### config.mk
export PLATFORM = sky130hd
export DESIGN_NAME = sbeq_merge
export DESIGN_NICKNAME = d
export VERILOG_FILES = /design/src/hdl/sbeq_pkg.sv /design/src/hdl/sbeq_merge.sv
export SDC_FILE = /design/constraint.sdc
export NUM_CORES = 1
export LEC_CHECK = 0
export ABC_AREA = 0
export ABC_CLOCK_PERIOD_IN_PS = 1100
export BUFFER_PORTS_ARGS = -buffer_cell sky130_fd_sc_hd__buf_2
export CORE_ASPECT_RATIO = 0.7
export CORE_MARGIN = 4
export CORE_UTILIZATION = 43
export CTS_BUF_LIST = sky130_fd_sc_hd__clkbuf_4 sky130_fd_sc_hd__clkbuf_8
export CTS_CLUSTER_DIAMETER = 60
export DETAILED_ROUTE_END_ITERATION = 12
export PLACE_DENSITY = 0.77
export SYNTH_ARGS = -nofsm -noshare
export SYNTH_HDL_FRONTEND = slang
export SYNTH_SLANG_ARGS = --single-unit
### constraint.sdc
create_clock -name clk -period 1.1 [get_ports clk]
set_clock_uncertainty 0.05 [all_clocks]
set_input_delay 0 -clock clk [delete_from_list [all_inputs] [get_ports clk]]
set_output_delay 0 -clock clk [all_outputs]
set_load 0.005 [all_outputs]
### src/hdl/sbeq_pkg.sv
// shared constants, types and saturation helpers for the stereo biquad equaliser
// no dependencies; imported by every module of the block
package sbeq_pkg;

  localparam int BAND_COUNT  = 8;
  localparam int SAMPLE_BITS = 24;
  localparam int COEF_BITS   = 32;
  localparam int SIG_BITS    = SAMPLE_BITS + 8;
  localparam int COEF_FRAC   = COEF_BITS - 4;
  localparam int PROD_BITS   = COEF_BITS + SIG_BITS;
  localparam int ACC_BITS    = 64;
  localparam int FADE_BITS   = 14;
  localparam int FADE_RESET  = 1440;
  localparam int BAND_W      = 3;
  localparam int COEF_TAPS   = 5;
  localparam int TAP_W       = 3;
  localparam int HTAP_W      = 2;
  localparam int CADDR_W     = 1 + BAND_W + TAP_W;
  localparam int HADDR_W     = 1 + BAND_W + HTAP_W;
  localparam int STEP_W      = 6;
  localparam int PASS_LAST   = 12;
  localparam int COPY_LAST   = 5;
  localparam int WRITE_LAST  = COEF_TAPS - 1;
  localparam int NUM_BITS    = SIG_BITS + 1 + FADE_BITS;
  localparam int DIV_FIRST   = 2;
  localparam int DIV_LAST    = DIV_FIRST + NUM_BITS - 1;
  localparam int MIX_LAST    = DIV_LAST + 1;
  localparam int IN_BITS     = 216;
  localparam int OUT_BITS    = 48;

  localparam logic KIND_SAMPLE = 1'b0;
  localparam logic KIND_UPDATE = 1'b1;

  localparam logic [COEF_BITS-1:0] COEF_ONE = COEF_BITS'(1) << COEF_FRAC;
  localparam logic [ACC_BITS-1:0]  ACC_HALF = ACC_BITS'(1) << (COEF_FRAC - 1);

  typedef enum logic [2:0] {
    M_IDLE, M_LOAD, M_PASS, M_COPY, M_CLEAR, M_MIX, M_COMMIT
  } mode_t;

  typedef enum logic [3:0] {
    S_IDLE, S_UPD, S_COPY, S_WRITE, S_BAND, S_PASS_CUR, S_PASS_OLD, S_MIX, S_NEXT, S_OUT
  } state_t;

  typedef struct packed {
    mode_t                 mode;
    logic [STEP_W-1:0]     step;
    logic                  set;
    logic [BAND_W-1:0]     band;
    logic [FADE_BITS-1:0]  w;
    logic [FADE_BITS-1:0]  len;
  } lane_ctl_t;

  function automatic logic signed [ACC_BITS-1:0] sat_add(
      input logic signed [ACC_BITS-1:0] a, input logic signed [ACC_BITS-1:0] b);
    logic signed [ACC_BITS:0] s;
    logic signed [ACC_BITS-1:0] r;
    s = {a[ACC_BITS-1], a} + {b[ACC_BITS-1], b};
    if (s[ACC_BITS] != s[ACC_BITS-1])
      r = s[ACC_BITS] ? {1'b1, {(ACC_BITS-1){1'b0}}} : {1'b0, {(ACC_BITS-1){1'b1}}};
    else
      r = s[ACC_BITS-1:0];
    return r;
  endfunction

  function automatic logic signed [SIG_BITS-1:0] sat_sig(input logic signed [ACC_BITS-1:0] v);
    logic signed [ACC_BITS-1:0] hi;
    logic signed [ACC_BITS-1:0] lo;
    logic signed [SIG_BITS-1:0] r;
    hi = {{(ACC_BITS-SIG_BITS+1){1'b0}}, {(SIG_BITS-1){1'b1}}};
    lo = ~hi;
    if (v > hi)      r = hi[SIG_BITS-1:0];
    else if (v < lo) r = lo[SIG_BITS-1:0];
    else             r = v[SIG_BITS-1:0];
    return r;
  endfunction

  function automatic logic signed [SAMPLE_BITS-1:0] sat_out(
      input logic signed [SIG_BITS-1:0] v);
    logic signed [SIG_BITS-1:0] hi;
    logic signed [SIG_BITS-1:0] lo;
    logic signed [SAMPLE_BITS-1:0] r;
    hi = {{(SIG_BITS-SAMPLE_BITS+1){1'b0}}, {(SAMPLE_BITS-1){1'b1}}};
    lo = ~hi;
    if (v > hi)      r = hi[SAMPLE_BITS-1:0];
    else if (v < lo) r = lo[SAMPLE_BITS-1:0];
    else             r = v[SAMPLE_BITS-1:0];
    return r;
  endfunction

endpackage

### src/hdl/sbeq_merge.sv
// output stage: saturates both lane results and holds the stereo result request
// depends on sbeq_pkg; fed by the lanes and the sequencer
module sbeq_merge (
  input  logic                                 clk,
  input  logic                                 rst,
  input  logic                                 push,
  input  logic signed [sbeq_pkg::SIG_BITS-1:0] left_in,
  input  logic signed [sbeq_pkg::SIG_BITS-1:0] right_in,
  output logic                                 out_free,
  output logic                                 m_tvalid,
  input  logic                                 m_tready,
  output logic [sbeq_pkg::OUT_BITS-1:0]        m_tdata
);
  import sbeq_pkg::*;

  assign out_free = !m_tvalid || m_tready;

  // result register
  always_ff @(posedge clk) begin
    if (push) m_tdata <= {sat_out(right_in), sat_out(left_in)};
  end

  always_ff @(posedge clk) begin
    if (rst)           m_tvalid <= 1'b0;
    else if (push)     m_tvalid <= 1'b1;
    else if (m_tready) m_tvalid <= 1'b0;
  end

endmodule

==> impl_metrics.ini <==
[outcome]
status = finished clean

[detailed_routing]
drt-total-wl_um = 6070
drc = 0
num_vias = 2037
wl_per_cell_um = 14.9
first_pass_iters = 5
drt-initial-drc-count = 96
drtAntennaViolNets = 0
routed_via_density = 4.99

[cts]
cts_buffers = 5
cts-htree-levels = 2
cts_sinks = 49
clk_path_buf_depth = 2
cts-root-buf = clkbuf_8
cts_tree = done
clkTransAtPathRegs_ps = 80
cts_resized = 0
clock_latency_ps = 280

[die]
start_util = 0.451
coreArea_mm2 = 0.00531
die_y_um = 70.5
io-pin-count = 118
num_rows = 22
die_area_mm2 = 0.00685
die_w_um = 97.2

[power_and_ir_drop]
finalPower_mw = 4.00
p_leak_nw = 1.72
max-vdd-ir-drop_uv = 680
powerDensity_mw_per_mm2 = 1110

[critical_path]
endpoint_kind = flop
arrival_ps = 1000
required_ps = 1090
crit_fanout = 11
critPathKind = in -> reg
crit_path_start_kind = primary input

[final_layout]
synthToLayoutAreaGrowth_pct = 50.9
fin_cells = 408
drive_above_1_share = 0.405
nets = 404
n_antenna_cell = 0

[place]
place_congestion = 0.760
dp_hpwl_um = 3930
port_buffers = 117
dp_cells = 357

[timing]
timing.fmax_ghz = 0.993
setup-violations-final = 0
finalCriticalPeriod_ps = 1010
slew_headroom = 0.805
hold_ws_ps = 6.17
slew_viol_final = 0
fin_tns_setup_ps = 0
fin_crit_sh = 0.916
final_hold_viol_count = 0
rsz0062_at_grt = no
tightest_slew_ps = 290

[synthesis]
synth_cells = 172
synth_top_area_share = 0.602
syn_nets = 240
ys_top_cells_by_area = edfxtp_1 60%, o211a_1 19%, nand2b_1 11%
yosys_warnings = 0
synthesis.area_mm2 = 0.00240
yosysSeqAreaShare = 0.610
ys_ff_latch = 49
yosys.cell_types.count = 19
synth_top_cell_by_area = edfxtp_1
avgSynthCellArea_um2 = 13.9

[grt]
grt-ovfl-total = 0
track_usage = 0.176
grt_start_max_net_pins = 50
antenna_found_initial = 0
grt_pass1_wl_um = 9830
grt_pass1_vias = 2027

[min_path]
worst_hold_path_type = in -> reg

[job]
max_cap_viol_count = 0
==> cells in the final DEF (no fill, tap or decap) <==
cell,netlist,final
buf_2,6,117
nor3_1,2,2
o21ai_2,0,1
o211a_1,46,46
edfxtp_1,48,48
nor2_1,2,2
nand3_1,1,1
nand3_2,1,1
o21ai_1,2,1
nand2b_1,44,44
nand4_1,4,4
dfxtp_1,1,1
nor4_1,1,1
clkbuf_4,0,1
a21oi_1,1,1
nor4_2,1,1
clkbuf_8,0,5
buf_12,0,2
dlygate4sd3_1,1,44
clkinv_1,0,1
or2b_1,3,3
buf_4,0,8
inv_1,1,1
==> cell usage after synthesis <==
library cell / n
or2b_1: 3
dlygate4sd3_1: 1
buf_2: 6
nor3_1: 2
dfxtp_1: 1
buf_6: 2
nor4_1: 1
nand3_1: 1
nand4_1: 4
a21oi_1: 1
edfxtp_1: 48
nand2b_1: 44
nand3_2: 1
o21ai_1: 2
o211a_1: 46
nor4_2: 1
nor2_1: 2
clkbuf_1: 5
inv_1: 1
==> report_power, final <==
| group | switching [mW] | internal, mW |
|---|---|---|
| Combinational | 0.308 | 0.434 |
| Clock | 0.536 | 0.455 |
| Sequential | 0.0391 | 2.23 |
==> worst max-delay path: stages <==
cell and delay [ps]:
buf_2 110, nor4_2 330, nand3_2 150, buf_4 190, o211a_1 220
==> final timing paths <==
path | from | end | slack, ps | depth (start not counted)
hold / removal | right_in[12] | m_tdata[36] | 6 | 2
setup reg to reg | m_tvalid | m_tvalid | 450 | 2
hold reg to reg | m_tvalid | m_tvalid | 440 | 2
setup / recovery | right_in[31] | m_tdata[46] | 90 | 5
==> per-layer routing <==
layer	track usage	vias up	wire length [µm]
met5	0	-	0
met4	0.0353	0	40
met3	0.0579	4	453
met2	0.302	79	3070
met1	0.219	963	2510
li1	-	991	-
==> per-stage QoR <==
stage	setup slack, ps	area, µm²	utilization
4_1_cts	123	3600	0.679
3_3_place_gp	-125	3090	0.582
6_report	92.8	3610	0.680
3_5_place_dp	-134	3090	0.582
5_1_grt	43.4	3610	0.680
2_1_floorplan	0.993	2400	-
==> state kept, by name (all words and copies together) (netlist names) <==
signal and flops:
m_tvalid 1, m_tdata 48
==> kinds of logic (layout without fill, tap and decap cells) <==
group / count (synthesis) / count (layout) / synth area share
buf+inv: 15 / 179 / 0.0355
simple gates: 59 / 59 / 0.156
flops: 49 / 49 / 0.610
compound gates: 49 / 49 / 0.198
==> cell type report <==
cell class	instances	area, µm²
clock buffers	6	76.3
fillers	407	1700
well taps	72	90.1
inverters	1	3.75
clock inverters	1	3.75
repair buffers	171	1130
multi-input cells	108	853
flip-flops and latches	49	1460
==> repair_timing <==
action,4_1_cts,5_1_grt
hold endpoints to repair,42,1
hold buffers,43,1
setup buffers,0,0
No activity file was read; power rests on OpenSTA's default activity.
